**config.mk**
```make
export PLATFORM = sky130hd
export DESIGN_NAME = transparent_span_rle_encoder_top
export DESIGN_NICKNAME = d
export VERILOG_FILES = /design/src/tsre_pkg.sv /design/src/tsre_front.sv /design/src/tsre_queue.sv /design/src/tsre_back.sv /design/src/transparent_span_rle_encoder_top.sv
export SDC_FILE = /design/constraint.sdc
export NUM_CORES = 1
export LEC_CHECK = 0
export BUFFER_PORTS_ARGS = -buffer_cell sky130_fd_sc_hd__buf_2
export CAP_MARGIN = 20
export CORE_MARGIN = 2
export CORE_UTILIZATION = 30
export DETAILED_ROUTE_END_ITERATION = 10
export MAX_ROUTING_LAYER = met4
export PLACE_DENSITY = 0.58
export RECOVER_POWER = 50
export SKIP_LAST_GASP = 1
export SYNTH_ARGS = -nofsm -noshare
export SYNTH_HDL_FRONTEND = slang
export SYNTH_SLANG_ARGS = --single-unit
```
**constraint.sdc**
```tcl
create_clock -name clk -period 7.75 [get_ports clk]
set_clock_uncertainty 0.15 [all_clocks]
set_input_delay 1.1625 -clock clk [delete_from_list [all_inputs] [get_ports clk]]
set_output_delay 1.1625 -clock clk [all_outputs]
set_load 0.05 [all_outputs]
```
**src/tsre_pkg.sv**
```systemverilog
// Shared types and constants for the transparent span run-length encoder.
// Used by the front, queue, back and top-level modules; depends on nothing.
package tsre_pkg;

	localparam int unsigned MAX_WIDTH_DEF = 4096;
	localparam int unsigned MAX_ROWS_DEF  = 65536;
	localparam int unsigned QUEUE_DEPTH   = 4;
	localparam int unsigned NUM_SLOTS     = 4;

	localparam logic [12:0] ROW_WIDTH_RST   = 13'd64;
	localparam logic [7:0]  TRANSPARENT_RST = 8'd0;

	// Slot positions inside one command, in the order the writes leave.
	localparam int unsigned SLOT_ROW    = 0;
	localparam int unsigned SLOT_DATA   = 1;
	localparam int unsigned SLOT_HEADER = 2;
	localparam int unsigned SLOT_END    = 3;

	typedef enum logic [1:0] {
		KIND_DATA   = 2'd0,
		KIND_HEADER = 2'd1,
		KIND_ROW    = 2'd2
	} kind_t;

	typedef enum logic [0:0] {
		REG_ROW_WIDTH   = 1'b0,
		REG_TRANSPARENT = 1'b1
	} reg_index_t;

	typedef struct packed {
		kind_t       kind;
		logic [23:0] addr;
		logic [31:0] word;
		logic        ovf;
	} slot_t;

	typedef struct packed {
		logic [NUM_SLOTS-1:0]            en;
		slot_t [NUM_SLOTS-1:0]           slot;
	} cmd_t;

endpackage

```
**src/tsre_front.sv**
```systemverilog
// Front part: takes pixels, keeps the row and span state and turns each pixel
// into one command of up to four memory writes. Depends on tsre_pkg.
module tsre_front #(
	parameter int unsigned MAX_WIDTH = tsre_pkg::MAX_WIDTH_DEF,
	parameter int unsigned MAX_ROWS  = tsre_pkg::MAX_ROWS_DEF
) (
	input  logic                clk,
	input  logic                arst_n,
	input  logic                cfg_write,
	input  tsre_pkg::reg_index_t cfg_index,
	input  logic [12:0]         cfg_data,
	input  logic                take,
	input  logic [7:0]          pixel,
	input  logic                last_pixel,
	output logic                cmd_push,
	output tsre_pkg::cmd_t      cmd
);
	import tsre_pkg::*;

	localparam int unsigned COL_W = (MAX_WIDTH > 1) ? $clog2(MAX_WIDTH) : 1;
	localparam int unsigned LEN_W = $clog2(MAX_WIDTH + 1);
	localparam int unsigned RC_W  = $clog2(MAX_ROWS + 1);
	localparam logic [16:0] MAX_W17 = 17'(MAX_WIDTH);
	localparam logic [RC_W-1:0] ROW_LIMIT = RC_W'(MAX_ROWS);

	logic [12:0]      row_width_q;
	logic [7:0]       transparent_q;
	logic [COL_W-1:0] column_q;
	logic [RC_W-1:0]  row_count_q;
	logic [23:0]      offset_q;
	logic [23:0]      span_off_q;
	logic [COL_W-1:0] span_x_q;
	logic [LEN_W-1:0] span_len_q;
	logic             in_span_q;
	logic [23:0]      pending_q;
	logic [1:0]       pcount_q;
	logic             ovf_q;

	logic [16:0]      w;
	logic             nontrans, start, full_word, row_end, span_live, close, padded, data_en;
	logic [1:0]       pc_eff, pc_new;
	logic [23:0]      pend_eff, pend_new;
	logic [LEN_W-1:0] len_eff, len_new;
	logic [COL_W-1:0] start_x;
	logic [23:0]      start_off, o1, o2;
	logic             c1, c2, ovf_new;
	logic [RC_W-1:0]  rc_new;
	logic [31:0]      data_word;

	always_comb begin
		if (row_width_q == 13'd0) begin
			w = 17'd1;
		end else if (17'(row_width_q) > MAX_W17) begin
			w = MAX_W17;
		end else begin
			w = 17'(row_width_q);
		end

		nontrans = pixel != transparent_q;
		start    = nontrans && !in_span_q;
		pc_eff   = start ? 2'd0 : pcount_q;
		pend_eff = start ? 24'd0 : pending_q;
		len_eff  = start ? '0 : span_len_q;
		start_x  = start ? column_q : span_x_q;
		start_off = start ? offset_q : span_off_q;

		// Opening a span reserves the header slot ahead of its bytes.
		{c1, o1} = start ? ({1'b0, offset_q} + 25'd4) : {1'b0, offset_q};

		full_word = nontrans && (pc_eff == 2'd3);
		pend_new  = pend_eff;
		pc_new    = pc_eff;
		if (full_word) begin
			pend_new = 24'd0;
			pc_new   = 2'd0;
		end else if (nontrans) begin
			case (pc_eff)
				2'd0:    pend_new[7:0]   = pixel;
				2'd1:    pend_new[15:8]  = pixel;
				default: pend_new[23:16] = pixel;
			endcase
			pc_new = pc_eff + 2'd1;
		end
		len_new = nontrans ? (len_eff + LEN_W'(1)) : len_eff;

		row_end   = ((17'(column_q) + 17'd1) >= w) || last_pixel;
		span_live = in_span_q || nontrans;
		close     = span_live && (!nontrans || row_end);
		padded    = close && (pc_new != 2'd0);
		data_en   = full_word || padded;
		data_word = full_word ? {pixel, pend_eff} : {8'd0, pend_new};

		{c2, o2} = data_en ? ({1'b0, o1} + 25'd4) : {1'b0, o1};
		ovf_new  = ovf_q | c1 | c2;
		rc_new   = (row_end && (row_count_q < ROW_LIMIT)) ? (row_count_q + RC_W'(1))
			: row_count_q;

		cmd.en[SLOT_ROW]           = column_q == '0;
		cmd.slot[SLOT_ROW].kind    = KIND_ROW;
		cmd.slot[SLOT_ROW].addr    = 24'(row_count_q);
		cmd.slot[SLOT_ROW].word    = {8'd0, offset_q};
		cmd.slot[SLOT_ROW].ovf     = ovf_q;

		cmd.en[SLOT_DATA]          = data_en;
		cmd.slot[SLOT_DATA].kind   = KIND_DATA;
		cmd.slot[SLOT_DATA].addr   = o1;
		cmd.slot[SLOT_DATA].word   = data_word;
		cmd.slot[SLOT_DATA].ovf    = ovf_new;

		cmd.en[SLOT_HEADER]        = close;
		cmd.slot[SLOT_HEADER].kind = KIND_HEADER;
		cmd.slot[SLOT_HEADER].addr = start_off;
		cmd.slot[SLOT_HEADER].word = {16'(len_new), 16'(start_x)};
		cmd.slot[SLOT_HEADER].ovf  = ovf_new;

		cmd.en[SLOT_END]           = last_pixel;
		cmd.slot[SLOT_END].kind    = KIND_ROW;
		cmd.slot[SLOT_END].addr    = 24'(rc_new);
		cmd.slot[SLOT_END].word    = {8'd0, o2};
		cmd.slot[SLOT_END].ovf     = ovf_new;

		cmd_push = take && (cmd.en != '0);
	end

	always_ff @(posedge clk or negedge arst_n) begin
		if (!arst_n) begin
			row_width_q   <= ROW_WIDTH_RST;
			transparent_q <= TRANSPARENT_RST;
		end else if (cfg_write) begin
			unique case (cfg_index)
				REG_ROW_WIDTH:   row_width_q   <= cfg_data;
				REG_TRANSPARENT: transparent_q <= cfg_data[7:0];
			endcase
		end
	end

	always_ff @(posedge clk or negedge arst_n) begin
		if (!arst_n) begin
			column_q    <= '0;
			row_count_q <= '0;
			offset_q    <= '0;
			span_off_q  <= '0;
			span_x_q    <= '0;
			span_len_q  <= '0;
			in_span_q   <= 1'b0;
			pending_q   <= '0;
			pcount_q    <= '0;
			ovf_q       <= 1'b0;
		end else if (take) begin
			if (last_pixel) begin
				// The sprite is finished; the next pixel starts a fresh one.
				column_q    <= '0;
				row_count_q <= '0;
				offset_q    <= '0;
				span_off_q  <= '0;
				span_x_q    <= '0;
				span_len_q  <= '0;
				in_span_q   <= 1'b0;
				pending_q   <= '0;
				pcount_q    <= '0;
				ovf_q       <= 1'b0;
			end else begin
				column_q    <= row_end ? '0 : (column_q + COL_W'(1));
				row_count_q <= rc_new;
				offset_q    <= o2;
				span_off_q  <= start_off;
				span_x_q    <= start_x;
				span_len_q  <= close ? '0 : len_new;
				in_span_q   <= span_live && !close;
				pending_q   <= close ? 24'd0 : pend_new;
				pcount_q    <= close ? 2'd0 : pc_new;
				ovf_q       <= ovf_new;
			end
		end
	end

endmodule

```
**src/tsre_queue.sv**
```systemverilog
// Short command queue between the front and back parts.
// Register based, one write and one read port. Depends on tsre_pkg.
module tsre_queue #(
	parameter int unsigned DEPTH = tsre_pkg::QUEUE_DEPTH
) (
	input  logic           clk,
	input  logic           arst_n,
	input  logic           wr,
	input  tsre_pkg::cmd_t din,
	input  logic           rd,
	output tsre_pkg::cmd_t dout,
	output logic           full,
	output logic           valid
);
	import tsre_pkg::*;

	localparam int unsigned PTR_W = (DEPTH > 1) ? $clog2(DEPTH) : 1;
	localparam int unsigned CNT_W = $clog2(DEPTH + 1);
	localparam logic [PTR_W-1:0] LAST_PTR = PTR_W'(DEPTH - 1);
	localparam logic [CNT_W-1:0] FULL_CNT = CNT_W'(DEPTH);

	cmd_t             entry_q [DEPTH];
	logic [PTR_W-1:0] wptr_q, rptr_q;
	logic [CNT_W-1:0] count_q;
	logic             do_wr, do_rd;

	assign full  = count_q == FULL_CNT;
	assign valid = count_q != '0;
	assign dout  = entry_q[rptr_q];
	assign do_wr = wr && !full;
	assign do_rd = rd && valid;

	always_ff @(posedge clk) begin
		if (do_wr) begin
			entry_q[wptr_q] <= din;
		end
	end

	always_ff @(posedge clk or negedge arst_n) begin
		if (!arst_n) begin
			wptr_q  <= '0;
			rptr_q  <= '0;
			count_q <= '0;
		end else begin
			if (do_wr) begin
				wptr_q <= (wptr_q == LAST_PTR) ? '0 : (wptr_q + PTR_W'(1));
			end
			if (do_rd) begin
				rptr_q <= (rptr_q == LAST_PTR) ? '0 : (rptr_q + PTR_W'(1));
			end
			if (do_wr && !do_rd) begin
				count_q <= count_q + CNT_W'(1);
			end else if (do_rd && !do_wr) begin
				count_q <= count_q - CNT_W'(1);
			end
		end
	end

endmodule

```
**src/tsre_back.sv**
```systemverilog
// Back part: walks the enabled slots of the head command, one write per cycle while
// the result register is free or popped, into that register. Depends on tsre_pkg.
module tsre_back (
	input  logic           clk,
	input  logic           arst_n,
	input  tsre_pkg::cmd_t head,
	input  logic           head_valid,
	output logic           head_pop,
	input  logic           pop,
	output logic           empty,
	output logic [1:0]     kind,
	output logic [23:0]    address,
	output logic [31:0]    word,
	output logic           overflow,
	output logic           last
);
	import tsre_pkg::*;

	logic [NUM_SLOTS-1:0] done_q, remaining, sel, rest;
	logic                 out_valid_q, load;
	slot_t                pick;
	kind_t                kind_q;
	logic [23:0]          address_q;
	logic [31:0]          word_q;
	logic                 overflow_q, last_q;

	always_comb begin
		remaining = head.en & ~done_q;
		sel  = '0;
		pick = head.slot[0];
		for (int i = NUM_SLOTS - 1; i >= 0; i--) begin
			if (remaining[i]) begin
				sel  = '0;
				sel[i] = 1'b1;
				pick = head.slot[i];
			end
		end
		rest     = remaining & ~sel;
		load     = head_valid && (!out_valid_q || pop);
		head_pop = load && (rest == '0);
	end

	always_ff @(posedge clk or negedge arst_n) begin
		if (!arst_n) begin
			done_q      <= '0;
			out_valid_q <= 1'b0;
		end else begin
			if (head_pop) begin
				done_q <= '0;
			end else if (load) begin
				done_q <= done_q | sel;
			end
			if (load) begin
				out_valid_q <= 1'b1;
			end else if (pop) begin
				out_valid_q <= 1'b0;
			end
		end
	end

	always_ff @(posedge clk) begin
		if (load) begin
			kind_q     <= pick.kind;
			address_q  <= pick.addr;
			word_q     <= pick.word;
			overflow_q <= pick.ovf;
			last_q     <= rest == '0;
		end
	end

	assign empty    = !out_valid_q;
	assign kind     = kind_q;
	assign address  = address_q;
	assign word     = word_q;
	assign overflow = overflow_q;
	assign last     = last_q;

endmodule

```
**src/transparent_span_rle_encoder_top.sv**
```systemverilog
// Top level of the transparent span run-length sprite encoder.
// Instantiates tsre_front, tsre_queue and tsre_back; depends on tsre_pkg.
//
//   channel   direction  handshake               payload
//   pixels    in         push / full             pixel, last_pixel
//   writes    out        empty / pop             kind, address, word, overflow, last
//   config    in         cfg_write               cfg_index, cfg_data
//
// One pixel is accepted per cycle while the command queue has room; a pixel's
// writes (zero to four) then leave one per cycle while pop is held, so the write
// port sets the sustained rate when pixels cause more than one write on average.
// Each command is registered in the queue and each write in the result register.
// Reset clears all control state at once; there is no clearing pass.
// Stalls on pop fill the queue, and full then holds off further pixels.
module transparent_span_rle_encoder_top #(
	parameter int unsigned MAX_WIDTH = tsre_pkg::MAX_WIDTH_DEF,
	parameter int unsigned MAX_ROWS  = tsre_pkg::MAX_ROWS_DEF
) (
	input  logic                 clk,
	input  logic                 arst_n,
	input  logic                 push,
	output logic                 full,
	input  logic [7:0]           pixel,
	input  logic                 last_pixel,
	output logic                 empty,
	input  logic                 pop,
	output logic [1:0]           kind,
	output logic [23:0]          address,
	output logic [31:0]          word,
	output logic                 overflow,
	output logic                 last,
	input  logic                 cfg_write,
	input  tsre_pkg::reg_index_t cfg_index,
	input  logic [12:0]          cfg_data
);
	import tsre_pkg::*;

	logic take, cmd_push, head_valid, head_pop;
	cmd_t cmd, head;

	assign take = push && !full;

	tsre_front #(
		.MAX_WIDTH (MAX_WIDTH),
		.MAX_ROWS  (MAX_ROWS)
	) u_front (
		.clk        (clk),
		.arst_n     (arst_n),
		.cfg_write  (cfg_write),
		.cfg_index  (cfg_index),
		.cfg_data   (cfg_data),
		.take       (take),
		.pixel      (pixel),
		.last_pixel (last_pixel),
		.cmd_push   (cmd_push),
		.cmd        (cmd)
	);

	tsre_queue #(
		.DEPTH (QUEUE_DEPTH)
	) u_queue (
		.clk    (clk),
		.arst_n (arst_n),
		.wr     (cmd_push),
		.din    (cmd),
		.rd     (head_pop),
		.dout   (head),
		.full   (full),
		.valid  (head_valid)
	);

	tsre_back u_back (
		.clk        (clk),
		.arst_n     (arst_n),
		.head       (head),
		.head_valid (head_valid),
		.head_pop   (head_pop),
		.pop        (pop),
		.empty      (empty),
		.kind       (kind),
		.address    (address),
		.word       (word),
		.overflow   (overflow),
		.last       (last)
	);

endmodule

```
After elaboration in Yosys (flattened, before gate mapping)
Memory sizes are Yosys's and may differ from the RTL's.
Index checks and enable logic that the tools add are counted.
Cells by class
  add/sub/neg operators: 11
  $lt $le $gt $ge: 3
  eq/ne operators: 6
  mux-type cells: 51
  bitwise logic cells: 8
  reduce and logical (&&, ||, !) cells: 39
Operators by type and width (count)
  $mux W59: 4
  $mux W24: 8
  $mux W13: 6
  $add A24 B3 Y25 const B: 2
  $mux W25: 2
  $mux W12: 4
  $mux W17: 2
  $mux W32: 1
  $mux W4: 6
  $mux W8: 3
  $add A17 B1 Y17 const B: 1
  $ge A17 B13 Y1: 1
  $lt A17 B17 Y1 const B: 1
  $logic_and A1 B1 Y1: 14
  $mux W2: 7
  $add A12 B1 Y13 const B: 1
  $add A13 B1 Y13 const B: 1
  $gt A13 B13 Y1 const B: 1
  $logic_not A13 Y1: 1
  $add A12 B1 Y12 const B: 1
  $logic_not A12 Y1: 1
  $and A4 B4 Y4: 2
  $ne A8 B8 Y1: 1
  $not A4 Y4: 2
  other kinds (20): 45
Word-level totals
  register bits: 223
  RAM bits: 780
  input port bits: 28
  output and inout bits: 62
  logic and storage cells: 141
  memories: 1
Memories
  u_queue.entry_q: depth 4, width 195, rd ports 1, clocked after Yosys merged registers in 0, wr ports 1, line tsre_queue.sv:22  | cmd_t entry_q [DEPTH];

Logic depth before layout (Yosys ltp)
  depth after elaboration: 16
  depth in mapped cells: 19
  depth with buffers taken out: 19

Hierarchy
Synthesis repeated with hierarchy kept, for this count alone.
Second synthesis, totals
  cell total of the unflattened synthesis: 2709
  area total of the unflattened synthesis: 48212.5 µm²
Modules (own cells, without submodules)
  tsre_queue: instances 1, cells each 1291, area each 35052.4 µm², seq. area each 29002.8 µm²
  tsre_front: instances 1, cells each 1118, area each 9831.9 µm², seq. area each 3729.8 µm²
  tsre_back: instances 1, cells each 299, area each 3314.4 µm², seq. area each 1926.8 µm²
  transparent_span_rle_encoder_top: instances 1, cells each 1, area each 13.8 µm², seq. area each 0.0 µm²

Worst setup path before layout
Ideal clock, no wire load.
  kind: input to register
  start: in pixel[7]
  end: mem u_queue.entry_q[1][0] in the netlist's numbering (enable)
  library setup time: 0.570 ns
  data arrival time: 7.871 ns
  required time: 7.030 ns
  setup slack: -0.842 ns
  stages on the path: 13
  path buffers: 4
  cells stage by stage: buf_2 -> xnor2_1 -> nand4_1 -> o21ai_0 -> buf_2 -> clkbuf_1 -> clkbuf_1 -> nand2_1 -> inv_1 -> ha_1 -> a21oi_1 -> a21oi_1 -> and2_1
On the way
  longest elaborated chain between the ends: 14
  elaborated cells on any way between the ends: 20
  classes of those cells: add/sub: 1; eq/ne: 2; mux: 5; reduce/logical: 12
Ends and longest elaborated chain
  start: declaration: line transparent_span_rle_encoder_top.sv:23  | input logic [7:0] pixel,
  $ne A8 B8 Y1 (*): line tsre_front.sv:59  | nontrans = pixel != transparent_q;
  $logic_and A1 B1 Y1: line tsre_front.sv:60  | start = nontrans && !in_span_q;
  $mux W2: line tsre_front.sv:61  | pc_eff = start ? 2'd0 : pcount_q;
  $add A2 B1 Y2 / $eq A2 B2 Y1 (equally long branches): line tsre_front.sv:82, tsre_front.sv:70
  $mux W2 / $logic_and A1 B1 Y1 (equally long branches): line tsre_front.sv:76, tsre_front.sv:70
  $mux W2: line tsre_front.sv:73  | if (full_word) begin
  $reduce_bool A2 Y1: line tsre_front.sv:89  | padded = close && (pc_new != 2'd0);
  $logic_and A1 B1 Y1: line tsre_front.sv:89
  $logic_or A1 B1 Y1: line tsre_front.sv:90  | data_en = full_word || padded;
  $reduce_bool A4 Y1 (*): line tsre_front.sv:122  | cmd_push = take && (cmd.en != '0);
  $logic_and A1 B1 Y1 (*): line tsre_front.sv:122
  $logic_and A1 B1 Y1 (*): line tsre_queue.sv:30  | assign do_wr = wr && !full;
  named net u_queue.do_wr: line tsre_queue.sv:25  | logic do_wr, do_rd;
  $mux W1 (*): line tsre_queue.sv:34  | if (do_wr) begin
  $mux W1 (implied by the code) (*): line tsre_queue.sv:35  | entry_q[wptr_q] <= din;
  end: declaration: line tsre_queue.sv:22
Mark *: on every way through the listed nets, which the timed path passes. The rest lies on a longest branch.

==> results.toml <==
[grt]
track_usage_pct = 15.6
antenna_found_initial = 2
grt_pass1_vias = 21700
overflow = 0
grt_pass1_wl_um = 152000
grt_start_max_net_pins = 114

[clocking]
clock_path_buffers = 3
cts_resized = 0
cts.sinks = 969
cts-buffers-inserted = 96
postCtsSetupRepairBufs = 0
htree_num_levels = 3
insertion_delay_ns = 0.68
cts_root_buffer = "clkbuf_16"
ctsHoldBuffers = 0
cts.clk_slew.worst_paths_ns = 0.07
cts_tree = "built"

[final_layout]
nNetsFinal = 2491
final_common_cell = "edfxtp_1"
design_area_sq_um = 45500
drive_gt1_share_pct = 17.7
layout_common_cells = "edfxtp_1, nand2_1, mux4_2"
syn_to_final_growth_pct = 14.3
n_antenna_cell = 0

[yosys]
synth.avg_cell_area_sq_um = 17.0
ys.flop_type = "edfxtp_1"
synth_area_sq_um = 39800
ys_ff_latch = 969
ys_warn_count = 0
synthXorXnorAreaFrac_pct = 1.80
syn_inst = 2338
synth.distinct_cells = 74
synth_compound_area_share_pct = 6.87
synth_edf_count = 808
ys_seq_area_share_pct = 71.1
synth_top_family_by_area = "multiplexers"
synth_fp_nets = 2395
synthAdderAreaFrac_pct = 0.930
async_flop_share_pct = 16.6
synthSimpleGateAreaFrac_pct = 5.86
synth_mux_area_share_pct = 11.7

[setup_path]
crit_fanout = 28
crit_start = "u_queue.rptr_q[0]"
crit_type = "flip-flop to flip-flop"
rr_worst_depth = 7
timing.rr.end = "u_back.word[20]"
worst_ep_required_time_ns = 7.92
worstPathArrival_ns = 6.55
reg2reg_from = "u_queue.rptr_q[0]"
setup.worst_path.end = "u_back.word[20]"
setup.worst_path.end_class = "flip-flop"
rrSetupSlack_ns = 1.37
critPathLaunchType = "flip-flop"

[floorplan]
start_util_pct = 30.2
ios = 90
fp.dieW_um = 368
die_h_um = 368
die_area_sq_um = 136000
rows = 133
core_sq_um = 132000

[route]
drtIter0Drc = 1993
ant_nets = 0
first_pass_iters = 6
drt-wirelength-per-cell_um = 24.2
viasPerCell = 5.10
vias = 21800
drc = 0
wl_um = 103000

[place]
place.gp.congestion = 0.859
dp_worst_setup_slack_ns = 2.01
placed_cell_area_sq_um = 42500
port_buffers = 89
dpl.hpwl_um = 64900

[run]
maxCapViolCount = 12

[timing]
min_period_over_period_pct = 82.3
hold_slack_ns = 0.341
setup_viol = 0
slew_headroom_pct = -126
fin_ws_ns = 1.37
finalMaxSlewViolations = 339
fin_crit_ns = 6.38
finalSetupTns_ns = 0
finalHoldViolations = 0
rsz0062_at_grt = "no"
timing.fmax_mhz = 157
worst_pin_slew_ns = 3.38

[status]
status = "finished, violations left"
violations = "capacitance limit, slew limit"

[pwr]
p_int_w = 0.0116
ir_drop_mv = 0.279
p_clk_share_pct = 27.3
p_switching_w = 0.00609
p_per_area_nw_per_um2 = 389
pwr-share-comb_pct = 30.6
netSwitchingFraction_pct = 34.4
seq_power_share_pct = 42.1
leakage_nw = 15.7

[min_path]
hold_class = "flip-flop to flip-flop"
-- cell type report --
| class | count | area, sq um |
|---|---|---|
| clock inverter | 62 | 707 |
| timing repair buffer | 139 | 795 |
| multi-input combinational | 1196 | 10800 |
| sequential | 969 | 28300 |
| clock buffer | 116 | 2550 |
| tap | 1755 | 2200 |
| inverter | 32 | 120 |
| fill | 12400 | 86100 |
-- cell families after synthesis --
logic type,after synthesis
xor gates and xnor gates,80
DFF,969
buffers and inverters,173
and+or+nand+nor,482
AOI/OAI and AO/OA,375
adders and majority gates,29
muxes,230
-- cells in the mapped netlist, types with 12 or more instances --
master	number	area, sq um
a21oi_1	30	150
a22o_1	113	990
a22oi_1	48	360
and2_1	24	150
and3_1	38	238
buf_1	15	56.3
buf_2	14	70.1
clkbuf_1	109	409
dfrtp_1	160	4000
edfxtp_1	808	24300
ha_1	28	350
inv_1	32	120
mux2_2	28	315
mux2i_1	15	150
mux4_2	187	4210
nand2_1	221	830
nand2b_1	12	75.1
nand3_1	26	130
nand4_1	13	81.3
nor2_1	69	259
nor3_1	20	100
o21ai_0	98	490
xnor2_1	39	342
xor2_1	39	342
-- stage by stage --
stage                     total power, W  std cells  utilization, %
after floorplan                   0.0110       2338               -
after global placement            0.0131       4088            32.3
after detailed placement          0.0132       4089            32.3
after CTS                         0.0180       4267            34.7
after global routing              0.0185       4269            34.6
final                             0.0177       4269            34.6
-- flip-flops by register name, summed over array words and instances, names as in the netlist --
register / flops
u_queue.entry_q: 748
u_back.word: 32
u_back.address: 24
u_front.pending_q: 24
u_front.span_off_q: 24
u_front.offset_q: 22
u_front.row_count_q: 17
u_front.row_width_q: 13
u_front.span_len_q: 13
u_front.column_q: 12
u_front.span_x_q: 12
u_front.transparent_q: 8
u_back.done_q: 4
u_queue.count_q: 3
u_back.kind: 2
u_front.pcount_q: 2
u_queue.rptr_q: 2
u_queue.wptr_q: 2
u_back.last: 1
u_back.out_valid_q: 1
u_back.overflow: 1
u_front.in_span_q: 1
u_front.ovf_q: 1
-- power by group through the flow --
stage | clock network (W) | registers (W) | logic, W
6_report | 0.00483 | 0.00744 | 0.00542
5_1_grt | 0.00512 | 0.00755 | 0.00579
4_1_cts | 0.00492 | 0.00746 | 0.00562
3_5_place_dp | 0 | 0.00757 | 0.00561
3_3_place_gp | 0 | 0.00754 | 0.00560
2_1_floorplan | 0 | 0.00801 | 0.00300
-- how the worst min path moves through the flow --
stage                                  endpoint  depth (start not counted)  slack [ns]                  start
after global routing      u_front.span_off_q[0]                          1        0.36  u_front.span_off_q[0]
after global placement    u_front.span_off_q[0]                          1        0.31  u_front.span_off_q[0]
after floorplan           u_front.span_off_q[0]                          1        0.29  u_front.span_off_q[0]
final                     u_front.span_off_q[0]                          1        0.34  u_front.span_off_q[0]
after detailed placement  u_front.span_off_q[1]                          1        0.32  u_front.span_off_q[1]
after CTS                 u_front.span_off_q[1]                          1        0.34  u_front.span_off_q[1]
-- metal layers --
layer | routed length (um) | vias to the layer above | global-route usage (%)
met5 | 0 | - | -
met4 | 2170 | 0 | 3.82
met3 | 6260 | 135 | 2.60
met2 | 49300 | 680 | 24.2
met1 | 45600 | 11400 | 21.3
li1 | - | 9491 | -
-- critical path, stage by stage, from the launching register on --
cell and delay (ns):
dfrtp_1 1.41, mux4_2 0.48, nor2b_1 0.62, buf_4 0.30, nor3b_1 0.31, clkbuf_1 1.67
a22oi_1 0.45, o21ai_0 0.59
Note: power is estimated with default switching activity, not from simulation.
